`src/tltz_pkg.sv`:
```
// shared types, constants and the arctangent table for the tilt level controller
// no dependencies; used by every module of the block except tltz_ram
package tltz_pkg;

  localparam int ANGLE_W      = 16;
  localparam int CORDIC_STEPS = 16;
  localparam int STEP_W       = 4;
  localparam int UV_W         = 33;
  localparam int Z_W          = 25;
  localparam int ANGLE_LIMIT  = 23040;
  localparam int REG_IDX_W    = 3;

  localparam logic [1:0] ZONE_ABOVE  = 2'd0;
  localparam logic [1:0] ZONE_BELOW  = 2'd1;
  localparam logic [1:0] ZONE_INSIDE = 2'd2;

  localparam logic [REG_IDX_W-1:0] REG_TARGET_TILT   = 3'd0;
  localparam logic [REG_IDX_W-1:0] REG_ANGLE_TOL     = 3'd1;
  localparam logic [REG_IDX_W-1:0] REG_DRIVE_LOW     = 3'd2;
  localparam logic [REG_IDX_W-1:0] REG_DRIVE_HIGH    = 3'd3;
  localparam logic [REG_IDX_W-1:0] REG_DRIVE_NEUTRAL = 3'd4;

  typedef struct packed {
    logic signed [15:0] x_accel;
    logic signed [15:0] y_accel;
  } in_t;

  typedef struct packed {
    logic        [15:0] drive_value;
    logic signed [15:0] average_angle;
    logic        [1:0]  level_zone;
  } out_t;

  typedef struct packed {
    logic signed [7:0]  target_tilt;
    logic        [6:0]  band_halfwidth;
    logic        [15:0] drive_low;
    logic        [15:0] drive_high;
    logic        [15:0] drive_neutral;
  } cfg_t;

  // atan(2^-i) in 1/65536 degree
  function automatic logic signed [Z_W-1:0] atan_entry(input logic [STEP_W-1:0] idx);
    logic signed [Z_W-1:0] val;
    case (idx)
      4'd0:    val = 25'sd2949120;
      4'd1:    val = 25'sd1740967;
      4'd2:    val = 25'sd919879;
      4'd3:    val = 25'sd466945;
      4'd4:    val = 25'sd234379;
      4'd5:    val = 25'sd117304;
      4'd6:    val = 25'sd58666;
      4'd7:    val = 25'sd29335;
      4'd8:    val = 25'sd14668;
      4'd9:    val = 25'sd7334;
      4'd10:   val = 25'sd3667;
      4'd11:   val = 25'sd1833;
      4'd12:   val = 25'sd917;
      4'd13:   val = 25'sd458;
      4'd14:   val = 25'sd229;
      4'd15:   val = 25'sd115;
      default: val = '0;
    endcase
    return val;
  endfunction

endpackage

```
`src/tltz_ram.sv`:
```
// generic single write port ram with registered read
// no dependencies
module tltz_ram #(
  parameter int WIDTH = 16,
  parameter int DEPTH = 10
) (
  input  logic                                   clk,
  input  logic                                   we,
  input  logic [((DEPTH > 1) ? $clog2(DEPTH) : 1)-1:0] waddr,
  input  logic [WIDTH-1:0]                       wdata,
  input  logic [((DEPTH > 1) ? $clog2(DEPTH) : 1)-1:0] raddr,
  output logic [WIDTH-1:0]                       rdata
);

  logic [WIDTH-1:0] mem [DEPTH];

  always_ff @(posedge clk) begin
    if (we) begin
      mem[waddr] <= wdata;
    end
    rdata <= mem[raddr];
  end

endmodule

```
`src/tltz_cordic.sv`:
```
// iterative vectoring cordic: tilt angle atan(x/y) in 1/256 degree
// depends on tltz_pkg
module tltz_cordic (
  input  logic                                clk,
  input  logic                                rst,
  input  logic                                start,
  input  logic signed [15:0]                  x_accel,
  input  logic signed [15:0]                  y_accel,
  output logic                                done,
  output logic signed [tltz_pkg::ANGLE_W-1:0] angle
);

  localparam int UW = tltz_pkg::UV_W;
  localparam int ZW = tltz_pkg::Z_W;

  typedef enum logic [1:0] {C_IDLE, C_RUN, C_FIN} state_t;

  state_t                           state;
  logic signed [UW-1:0]             u;
  logic signed [UW-1:0]             v;
  logic signed [ZW-1:0]             z;
  logic [tltz_pkg::STEP_W-1:0]      step;

  logic signed [UW-1:0] x_ext, y_ext, u_init, v_init, du, dv;
  logic signed [ZW-1:0] z_round;

  assign x_ext  = {{(UW-16){x_accel[15]}}, x_accel};
  assign y_ext  = {{(UW-16){y_accel[15]}}, y_accel};
  // fold the vector into the right half plane
  assign u_init = (y_accel[15] ? -y_ext : y_ext) <<< 14;
  assign v_init = (y_accel[15] ? -x_ext : x_ext) <<< 14;
  // shared shifter: floor shifts by the iteration count
  assign du      = v >>> step;
  assign dv      = u >>> step;
  assign z_round = (z + ZW'(128)) >>> 8;

  always_ff @(posedge clk) begin
    if (rst) begin
      state <= C_IDLE;
      done  <= 1'b0;
    end else begin
      done <= 1'b0;
      case (state)
        C_IDLE: begin
          if (start) begin
            if (y_accel == 16'sd0) begin
              if (x_accel == 16'sd0) begin
                angle <= '0;
              end else if (x_accel[15]) begin
                angle <= tltz_pkg::ANGLE_W'(-tltz_pkg::ANGLE_LIMIT);
              end else begin
                angle <= tltz_pkg::ANGLE_W'(tltz_pkg::ANGLE_LIMIT);
              end
              done <= 1'b1;
            end else begin
              u     <= u_init;
              v     <= v_init;
              z     <= '0;
              step  <= '0;
              state <= C_RUN;
            end
          end
        end
        C_RUN: begin
          if (v > 0) begin
            u <= u + du;
            v <= v - dv;
            z <= z + tltz_pkg::atan_entry(step);
          end else begin
            u <= u - du;
            v <= v + dv;
            z <= z - tltz_pkg::atan_entry(step);
          end
          step <= step + 1'b1;
          if (step == tltz_pkg::STEP_W'(tltz_pkg::CORDIC_STEPS - 1)) begin
            state <= C_FIN;
          end
        end
        C_FIN: begin
          if (z_round > ZW'(tltz_pkg::ANGLE_LIMIT)) begin
            angle <= tltz_pkg::ANGLE_W'(tltz_pkg::ANGLE_LIMIT);
          end else if (z_round < ZW'(-tltz_pkg::ANGLE_LIMIT)) begin
            angle <= tltz_pkg::ANGLE_W'(-tltz_pkg::ANGLE_LIMIT);
          end else begin
            angle <= tltz_pkg::ANGLE_W'(z_round);
          end
          done  <= 1'b1;
          state <= C_IDLE;
        end
        default: state <= C_IDLE;
      endcase
    end
  end

endmodule

```
`src/tltz_window.sv`:
```
// angle history, running sum, band compare and reciprocal-multiply averaging
// depends on tltz_pkg and tltz_ram
module tltz_window #(
  parameter int WINDOW_LEN = 10
) (
  input  logic                                clk,
  input  logic                                rst,
  input  logic                                start,
  input  logic signed [tltz_pkg::ANGLE_W-1:0] angle,
  input  tltz_pkg::cfg_t                      cfg,
  output logic                                done,
  output tltz_pkg::out_t                      result
);

  localparam int AW          = (WINDOW_LEN > 1) ? $clog2(WINDOW_LEN) : 1;
  localparam int CNT_W       = $clog2(WINDOW_LEN + 1);
  localparam int SUM_W       = CNT_W + 16;
  localparam int BAND_W      = SUM_W + 3;
  localparam int BAND_SCALE  = WINDOW_LEN * 256;
  localparam int AGW         = tltz_pkg::ANGLE_W;
  // |sum| stays below 2^(SUM_W-1), so a rounded-up reciprocal with this shift is exact
  localparam int RECIP_SHIFT = SUM_W - 1 + $clog2(WINDOW_LEN);
  localparam int RECIP_W     = SUM_W + 1;
  localparam int PROD_W      = SUM_W + RECIP_W;
  localparam longint RECIP   = ((longint'(1) <<< RECIP_SHIFT) + longint'(WINDOW_LEN) - 1)
                               / longint'(WINDOW_LEN);

  typedef enum logic [2:0] {W_IDLE, W_READ, W_UPDATE, W_CMP, W_MUL, W_FIN} state_t;

  state_t                        state;
  logic signed [AGW-1:0]         ang;
  logic [AW-1:0]                 wpos;
  logic [WINDOW_LEN-1:0]         valid;
  logic signed [SUM_W-1:0]       sum;
  logic [SUM_W-1:0]              mag;
  logic [PROD_W-1:0]             prod;
  logic                          neg;

  logic [AGW-1:0]                rdata;
  logic signed [AGW-1:0]         old;
  logic signed [SUM_W-1:0]       sum_next;
  logic [SUM_W-1:0]              abs_sum;
  logic signed [9:0]             hi_deg, lo_deg;
  logic signed [BAND_W-1:0]      upper, lower, sum_wide;
  logic [AGW-1:0]                avg_mag;

  tltz_ram #(
    .WIDTH(AGW),
    .DEPTH(WINDOW_LEN)
  ) u_hist (
    .clk  (clk),
    .we   (state == W_UPDATE),
    .waddr(wpos),
    .wdata(ang),
    .raddr(wpos),
    .rdata(rdata)
  );

  // entries not yet written read as zero
  assign old      = valid[wpos] ? $signed(rdata) : '0;
  assign sum_next = sum - {{(SUM_W-AGW){old[AGW-1]}}, old}
                        + {{(SUM_W-AGW){ang[AGW-1]}}, ang};
  assign abs_sum  = sum[SUM_W-1] ? $unsigned(-sum) : $unsigned(sum);

  assign hi_deg   = {{2{cfg.target_tilt[7]}}, cfg.target_tilt} + {3'b000, cfg.band_halfwidth};
  assign lo_deg   = {{2{cfg.target_tilt[7]}}, cfg.target_tilt} - {3'b000, cfg.band_halfwidth};
  assign upper    = {{(BAND_W-10){hi_deg[9]}}, hi_deg} * BAND_W'(BAND_SCALE);
  assign lower    = {{(BAND_W-10){lo_deg[9]}}, lo_deg} * BAND_W'(BAND_SCALE);
  assign sum_wide = {{(BAND_W-SUM_W){sum[SUM_W-1]}}, sum};
  assign avg_mag  = prod[RECIP_SHIFT +: AGW];

  always_ff @(posedge clk) begin
    if (rst) begin
      state <= W_IDLE;
      done  <= 1'b0;
      wpos  <= '0;
      valid <= '0;
      sum   <= '0;
    end else begin
      done <= 1'b0;
      case (state)
        W_IDLE: begin
          if (start) begin
            ang   <= angle;
            state <= W_READ;
          end
        end
        W_READ: state <= W_UPDATE;
        W_UPDATE: begin
          sum         <= sum_next;
          valid[wpos] <= 1'b1;
          if (wpos == AW'(WINDOW_LEN - 1)) begin
            wpos <= '0;
          end else begin
            wpos <= wpos + 1'b1;
          end
          state <= W_CMP;
        end
        W_CMP: begin
          if (sum_wide > upper) begin
            result.drive_value <= cfg.drive_low;
            result.level_zone  <= tltz_pkg::ZONE_ABOVE;
          end else if (sum_wide < lower) begin
            result.drive_value <= cfg.drive_high;
            result.level_zone  <= tltz_pkg::ZONE_BELOW;
          end else begin
            result.drive_value <= cfg.drive_neutral;
            result.level_zone  <= tltz_pkg::ZONE_INSIDE;
          end
          mag   <= abs_sum;
          neg   <= sum[SUM_W-1];
          state <= W_MUL;
        end
        W_MUL: begin
          prod  <= PROD_W'(mag) * PROD_W'(RECIP);
          state <= W_FIN;
        end
        W_FIN: begin
          result.average_angle <= neg ? $signed(-avg_mag) : $signed(avg_mag);
          done                 <= 1'b1;
          state                <= W_IDLE;
        end
        default: state <= W_IDLE;
      endcase
    end
  end

endmodule

```
`src/tilt_level_three_zone_controller_unit.sv`:
```
// top level of the tilt level three zone controller: config registers, sequencing, output register
// depends on tltz_pkg, tltz_cordic and tltz_window
//
// usage
//   in channel (in_valid/in_ready/in_data) carries one leveling event: signed x and y readings.
//   out channel (out_valid/out_ready/out_data) carries one result per event: the chosen drive
//   value, the window average angle in 1/256 degree and the zone code.
//   an apb-style port writes the five registers; pready is tied high, writes take effect on the
//   access cycle. the user changes registers only while no event is in flight; the block does not enforce it.
// sequence
//   one event is in flight at a time; in_ready is low from accept until the result is loaded
//   into the output register. an event passes through 16 cordic iterations through the shared
//   add/shift datapath and a rounding step (both skipped when y is zero), one history read and
//   sum update, one band compare, one multiply by the reciprocal of the window length and one
//   output step. the next event is taken only once the previous result is in the output
//   register, so a receiver that does not keep up holds off new events.
// reset and stall
//   rst (synchronous, active high) restores register defaults and clears the history, write
//   position and running sum. while out_ready is low a finished result waits in the output
//   register; a further result then holds inside the block and in_ready stays low.
module tilt_level_three_zone_controller_unit #(
  parameter int WINDOW_LEN = 10
) (
  input  logic                  clk,
  input  logic                  rst,
  input  logic                  in_valid,
  output logic                  in_ready,
  input  tltz_pkg::in_t         in_data,
  output logic                  out_valid,
  input  logic                  out_ready,
  output tltz_pkg::out_t        out_data,
  input  logic                  psel,
  input  logic                  penable,
  input  logic                  pwrite,
  input  logic [4:0]            paddr,
  input  logic [31:0]           pwdata,
  output logic [31:0]           prdata,
  output logic                  pready
);

  typedef enum logic [1:0] {T_IDLE, T_ANGLE, T_WINDOW, T_HOLD} state_t;

  state_t                              state;
  tltz_pkg::cfg_t                      cfg;
  logic                                cordic_done;
  logic signed [tltz_pkg::ANGLE_W-1:0] angle;
  logic                                win_done;
  tltz_pkg::out_t                      win_result;
  logic                                cfg_write;
  logic [tltz_pkg::REG_IDX_W-1:0]      reg_idx;
  logic                                out_free;

  assign pready    = 1'b1;
  assign cfg_write = psel && penable && pwrite;
  assign reg_idx   = paddr[4:2];
  assign in_ready  = (state == T_IDLE);
  assign out_free  = !out_valid || out_ready;

  always_comb begin
    case (reg_idx)
      tltz_pkg::REG_TARGET_TILT:   prdata = {{24{cfg.target_tilt[7]}}, cfg.target_tilt};
      tltz_pkg::REG_ANGLE_TOL:     prdata = {25'd0, cfg.band_halfwidth};
      tltz_pkg::REG_DRIVE_LOW:     prdata = {16'd0, cfg.drive_low};
      tltz_pkg::REG_DRIVE_HIGH:    prdata = {16'd0, cfg.drive_high};
      tltz_pkg::REG_DRIVE_NEUTRAL: prdata = {16'd0, cfg.drive_neutral};
      default:                     prdata = '0;
    endcase
  end

  always_ff @(posedge clk) begin
    if (rst) begin
      cfg.target_tilt     <= 8'sd10;
      cfg.band_halfwidth  <= 7'd7;
      cfg.drive_low       <= 16'd2500;
      cfg.drive_high      <= 16'd3500;
      cfg.drive_neutral   <= 16'd3000;
    end else if (cfg_write) begin
      case (reg_idx)
        tltz_pkg::REG_TARGET_TILT:   cfg.target_tilt     <= pwdata[7:0];
        tltz_pkg::REG_ANGLE_TOL:     cfg.band_halfwidth  <= pwdata[6:0];
        tltz_pkg::REG_DRIVE_LOW:     cfg.drive_low       <= pwdata[15:0];
        tltz_pkg::REG_DRIVE_HIGH:    cfg.drive_high      <= pwdata[15:0];
        tltz_pkg::REG_DRIVE_NEUTRAL: cfg.drive_neutral   <= pwdata[15:0];
        default: ;
      endcase
    end
  end

  tltz_cordic u_cordic (
    .clk    (clk),
    .rst    (rst),
    .start  (in_valid && in_ready),
    .x_accel(in_data.x_accel),
    .y_accel(in_data.y_accel),
    .done   (cordic_done),
    .angle  (angle)
  );

  tltz_window #(
    .WINDOW_LEN(WINDOW_LEN)
  ) u_window (
    .clk   (clk),
    .rst   (rst),
    .start (cordic_done),
    .angle (angle),
    .cfg   (cfg),
    .done  (win_done),
    .result(win_result)
  );

  // window result registers stay put until the next start, so a held result is read from there
  always_ff @(posedge clk) begin
    if (rst) begin
      state     <= T_IDLE;
      out_valid <= 1'b0;
    end else begin
      if (out_valid && out_ready) begin
        out_valid <= 1'b0;
      end
      case (state)
        T_IDLE: begin
          if (in_valid) begin
            state <= T_ANGLE;
          end
        end
        T_ANGLE: begin
          if (cordic_done) begin
            state <= T_WINDOW;
          end
        end
        T_WINDOW, T_HOLD: begin
          if (win_done || state == T_HOLD) begin
            if (out_free) begin
              out_data  <= win_result;
              out_valid <= 1'b1;
              state     <= T_IDLE;
            end else begin
              state <= T_HOLD;
            end
          end
        end
        default: state <= T_IDLE;
      endcase
    end
  end

endmodule

```
`config.mk`:
```
export PLATFORM = sky130hd
export DESIGN_NAME = tilt_level_three_zone_controller_unit
export DESIGN_NICKNAME = d
export VERILOG_FILES = /design/src/tltz_pkg.sv /design/src/tltz_ram.sv /design/src/tltz_cordic.sv /design/src/tltz_window.sv /design/src/tilt_level_three_zone_controller_unit.sv
export SDC_FILE = /design/constraint.sdc
export NUM_CORES = 2
export LEC_CHECK = 0
export ABC_AREA = 1
export CAP_MARGIN = 20
export CORE_MARGIN = 4
export CORE_UTILIZATION = 66
export DETAILED_ROUTE_END_ITERATION = 10
export DONT_BUFFER_PORTS = 1
export PLACE_DENSITY = 0.84
export SLEW_MARGIN = 15
export SYNTH_ARGS = -nofsm -noshare
export SYNTH_HDL_FRONTEND = slang
export SYNTH_SLANG_ARGS = --single-unit
```
`constraint.sdc`:
```
create_clock -name clk -period 7.44 [get_ports clk]
set_clock_uncertainty 0.05 [all_clocks]
set_input_delay 1.116 -clock clk [delete_from_list [all_inputs] [get_ports clk]]
set_output_delay 1.116 -clock clk [all_outputs]
set_load 0.02 [all_outputs]
```
After elaboration in Yosys (flattened, before gate mapping)
Memory sizes are Yosys's and may differ from the RTL's. A register that Yosys moved wholly into a read port is not among the register bits.
Index checks and enable logic that the tools add are counted.
{ "word_totals": {"register_bits": 362, "ram_bits": 160, "mem_bits_ro": 704, "output_inout_bits": 69, "word_cells": 184, "n_memories": 3} }
{ "op_classes": {"add_sub_neg": 17, "mul": 3, "order_cmp": 7, "eq_ne": 24, "shifts": 2, "muxes": 65, "bitwise_logic": 2, "reduce_logical": 31} }
{ "mem_list": {"columns": ["name", "words", "word_bits", "read_ports", "rd_clocked_by_memory_dff", "wr", "line", "rtl"], "rows": [
  ["(no name shown)", 16, 22, 1, 1, 0, "tltz_pkg.sv:45", "case (idx)"],
  ["(no name shown)", 16, 22, 1, 1, 0, "tltz_pkg.sv:45", null],
  ["u_window.u_hist.mem", 10, 16, 1, 1, 1, "tltz_ram.sv:15", "logic [WIDTH-1:0] mem [DEPTH];"]
]} }
{ "ops": {"columns": ["op", "n"], "rows": [
  ["$mux W25", 9],
  ["$mux W33", 6],
  ["$mux W16", 10],
  ["$pmux W32 S5", 1],
  ["$pmux W33 S2", 2],
  ["$add A33 B33 Y33", 2],
  ["$sshr A33 B4 Y33", 2],
  ["$sub A33 B33 Y33", 2],
  ["$mux W19", 3],
  ["$pmux W25 S2", 1],
  ["$mul A23 B3 Y14 const B", 2],
  ["$mul A20 B20 Y39 const B", 1],
  ["$neg A16 Y19", 2],
  ["$gt A33 B1 Y1 const B", 1],
  ["$logic_not A16 Y1", 2],
  ["$pmux W16 S2", 1],
  ["$add A25 B25 Y25", 1],
  ["$add A25 B9 Y25 const B", 1],
  ["$sub A25 B25 Y25", 1],
  ["$gt A20 B23 Y1", 1],
  ["$lt A20 B23 Y1", 1],
  ["$add A20 B20 Y20", 1],
  ["$mux W4", 5],
  ["$neg A20 Y20", 1],
  ["39 further kinds", 92]
]} }

Longest topological paths before layout
{ "logic_depth": {"ltp_word": 7, "ltp_mapped": 31, "depth_no_buf": 29} }

By module
A second synthesis with hierarchy kept.
{ "hier_totals": {"cells_unflattened": 5757, "area_unflattened_um2": 44958.1} }
{ "by_module_without_submodules": {"columns": ["module", "n_inst", "cells_per_inst", "area_per_inst_um2", "seq_area_each_um2"], "rows": [
  ["tltz_window", 1, 2103, 17157.7, 3373.2],
  ["tltz_cordic", 1, 2540, 16550.9, 3833.7],
  ["tltz_ram", 1, 648, 7134.3, 5124.9],
  ["tilt_level_three_zone_controller_unit", 1, 466, 4115.2, 2342.2]
]} }

Worst setup path before layout
No wires, ideal clock.
{ "synth_path": {"kind": "register to register", "startpoint": "reg u_window.mag[3]", "endpoint": "reg u_window.prod[34] (data pin)", "t_arrival_ps": 5248, "required_ps": 7125, "setup_slack_ps": 1876, "path_stages_with_launch": 20, "n_path_buf": 0, "synth_period_minus_slack_ps": 5564, "path_cell_list": "edfxtp_1 > ha_1 > xor2_1 > ha_1 > or2_2 > fa_1 > fa_1 > fa_1 > inv_1 > fa_1 > inv_1 > ha_1 > ha_1 > nand2_1 > nor4_1 > nand3_1 > nand3_1 > a21oi_1 > o21ai_0 > xor2_1"} }
{ "synth_via": {"elab_chain_len": 1} }
{ "synth_lines": {"columns": ["element", "line", "rtl"], "rows": [
  ["start, declared", "tltz_window.sv:35", "logic [SUM_W-1:0] mag;"],
  ["start signal, assigned", "tltz_window.sv:110", "mag <= abs_sum;"],
  ["$mul A20 B20 Y39", "tltz_window.sv:115", "prod <= PROD_W'(mag) * PROD_W'(RECIP);"],
  ["end signal, assigned", "tltz_window.sv:115", null],
  ["end, declared", "tltz_window.sv:36", "logic [PROD_W-1:0] prod;"]
]} }
Every way passes these cells.
A chain may end at the register's enable or synchronous reset.

Final worst setup path
Ends and elaborated chain as after synthesis.

==> results by group <==
Synth
  • Fraction of synthesized cell area in xor and xnor cells: 4.50%
  • Synth Warn #: 0
  • Top-area cell type share of the netlist area: 28.0%
  • Synth Cell Area: 0.0421 mm2
  • Post-synthesis adder-cell area fraction: 19.2%
  • Post-Synth Simple-Gate Area: about a fifth
  • Syn Nets: 5728
  • Multiplexer share of the synthesized area: 0.0238%
  • Syn Area/Cell: 8.25 um2
  • Synth top area cells: edfxtp_1 28%, ha_1 12%, nand2_1 7.9%
  • Post-synth EDFFs: ~390
  • Largest family of logic cells by synthesized area: simple AND/OR/NAND/NOR gates
  • #FFs+latches synth: 537
  • Most frequent cell after synthesis: nand2_1
  • Seq/Total Area, Yosys: between 30% and 40%
  • Synth unique cells: 61
  • Yosys top cell by area: edfxtp_1
  • Commonest cells post-synth: 890 x nand2_1, 708 x inv_1, 431 x nand3_1
  • Async S/R FF share, synth: 0%
  • Synth Area in Compound Gates: about 13%
  • Mapped Cells: 5100
  • Most used DFF post-synth: edfxtp_1

Worst setup path
  • Worst Path Buf+Inv: 2
  • Crit end category: register
  • Crit-path max cell delay: 0.56 ns
  • Arrival time worst endpoint: ~6.6 ns
  • R2r startpoint: u_window.mag[3]
  • Crit Path Category: register to register
  • Flop-to-flop setup slack: 1.17 ns
  • Critical Path, Cell by Cell: ha_1 > xor2_1 > ha_1 > or2_2 > fa_1 > fa_1 > fa_1 > inv_1 > fa_1 > inv_1 > ha_1 > ha_1 > nand2_1 > nor4_1 > nand3_1 > nand3_1 > a21oi_1 > o21ai_0 > xor2_1
  • Crit. Startpoint: u_window.mag[3]
  • Worst setup SP type: register
  • Crit-path leading delay family: adder cells
  • Worst Path Required: between 7 and 8 ns
  • Worst-path fanout max: 7
  • Slowest CP cell: fa_1

Clock tree
  • CTS resizes: 0
  • Root Buffer: clkbuf_16
  • TritonCTS clock tree: done
  • Clk_lat worst skew: between 0.6 and 0.7 ns
  • # clock sinks: 537
  • Number of setup buffers added after CTS: 0
  • H-tree levels: 2
  • Clk buf depth: 3
  • CTS buffer count: 56
  • Reg clk slew, reported paths: 0.06 ns
  • CTS Hold Buffers Added: 0

Finish
  • Final Util: 70.9%
  • FILL cells: 4878
  • ANT cells: 0
  • # nets final: 5672
  • Fraction of layout cells with a size suffix above 1: 4.24%
  • Synth-to-layout area growth: 6.25%

Power
  • Power density over cell area: 349 mW/mm2
  • Leakage: 0.0203 uW
  • Peak supply drop: approximately 0.34 mV
  • Pwr Total: 15600 uW

Die
  • Core area: 0.0631 mm2
  • Initial Util: between 60 and 70%
  • Die Height: 260 um
  • Num ports: 145
  • Die ar.: 0.0678 mm2
  • Row cnt: 92
  • Die X: 260 um

Routing
  • ANT nets after route: 0
  • Drt first pass iters: 8
  • DR WL/cell: 18.4 um
  • DR vias/cell: 6.06
  • Vias: 36002
  • Drt initial violations: 4073
  • DR DRC count: 0
  • DRT Wirelength: 109 mm

STA
  • Final setup violation count: 0
  • Final hold viol count: 0
  • Slew HR: between 20% and 30%
  • Smallest hold slack: 0.365 ns
  • PnR worst setup slack: 1.17 ns
  • Final max-slew violation count: 0
  • Worst-Margin Slew: 1.07 ns
  • Final Cycle Share: between 80% and 90%
  • Min Tclk post-route: 6.27 ns
  • Setup TNS: 0 ns
  • RSZ-0062 raised after global routing: false
  • Fmax: 160 MHz

Outcome
  • Status: complete, no violations

Place
  • Gpl congestion: a little under 1
  • Setup WS pre-CTS: 1.25 ns
  • DP HPWL: 81.7 mm
  • I/O Buffers: 0

Global routing
  • Pin count of the biggest net entering global routing: a little over 70
  • Grt ovf: 0
  • Total Routing Usage GR: a little under a third
  • Vias in the first global route: 34096
  • First-pass GRT wire length: 176 mm
  • Initial antenna violation count: 0

Job
  • Max Cap Viol: 0

Hold path
  • HP Class: register to register
  • Hold path startpoint: u_window.result[1]
[final cells by class]
cell class	instances	area [um2]	share of cell area [%]
Multi-Input combinational cell	3681	24000	53.6
Tap cell	846	1060	2.37
Sequential cell	537	14700	32.8
Timing Repair Buffer	42	373	0.834
Inverter	726	2730	6.10
Clock inverter	28	235	0.526
Clock buffer	78	1660	3.71
[through the flow]
step	cells	cell area (um2)
floorplan	5100	42100
global placement	5828	42700
detailed placement	5829	42700
CTS	5935	44600
global route	5938	44700
finish	5938	44700
[flip-flops by register name (all words and copies together) (netlist names), 16 cells and up, named ones only]
name and count:
u_cordic.u 33, u_window.result 34, u_window.prod 16, cfg 63, u_window.ang 16, u_cordic.angle 16
u_cordic.z 25, u_window.mag 20, u_cordic.v 33, u_window.u_hist.rdata 16, u_window.sum 20, out_data 34
u_window.u_hist.mem 160
[path summary, 6_finish.rpt]
check | to | cells past startpoint
setup / recovery | u_window.prod[34] | 19
hold reg to reg | out_data[1] | 0
hold / removal | out_data[1] | 0
setup reg to reg | u_window.prod[34] | 19
[layout by cell type, fill, tap and decap left out, drive strengths merged, types with 17 or more instances in the layout]
cell	count
nor3	86
a22oi	66
clkinv	25
o21ai	313
xor2	147
fa	157
nor4	30
a21o	21
clkbuf	78
o211ai	30
nand3	435
a21oi	387
o221ai	20
o21bai	20
ha	395
o21a	17
or3	17
nand2	894
dfxtp	145
edfxtp	392
nor2	414
nand4	55
buf	42
xnor2	69
inv	724
[power breakdown]
group	leakage, uW	switching, uW	internal [uW]
Combinational	0.0145	5850	2830
Clock	0.000932	1240	1610
Sequential	0.00477	350	3690
[layer usage]
layer	up-vias	share of wire, %	track usage, %
met4	0	3.8	11.2
li1	17198	-	-
met3	306	8.5	5.00
met1	16810	41	43.3
met5	-	0	0
met2	1688	47	52.1
[logic make-up after synthesis]
kind of cell | Yosys count
other | 1
buffers and inverters | 882
xor gates and xnor gates | 216
DFF | 537
and+or+nand+nor | 1968
muxes | 1
adders and majority gates | 552
AOI/OAI and AO/OA | 943
(Power assumes the default switching activity.)
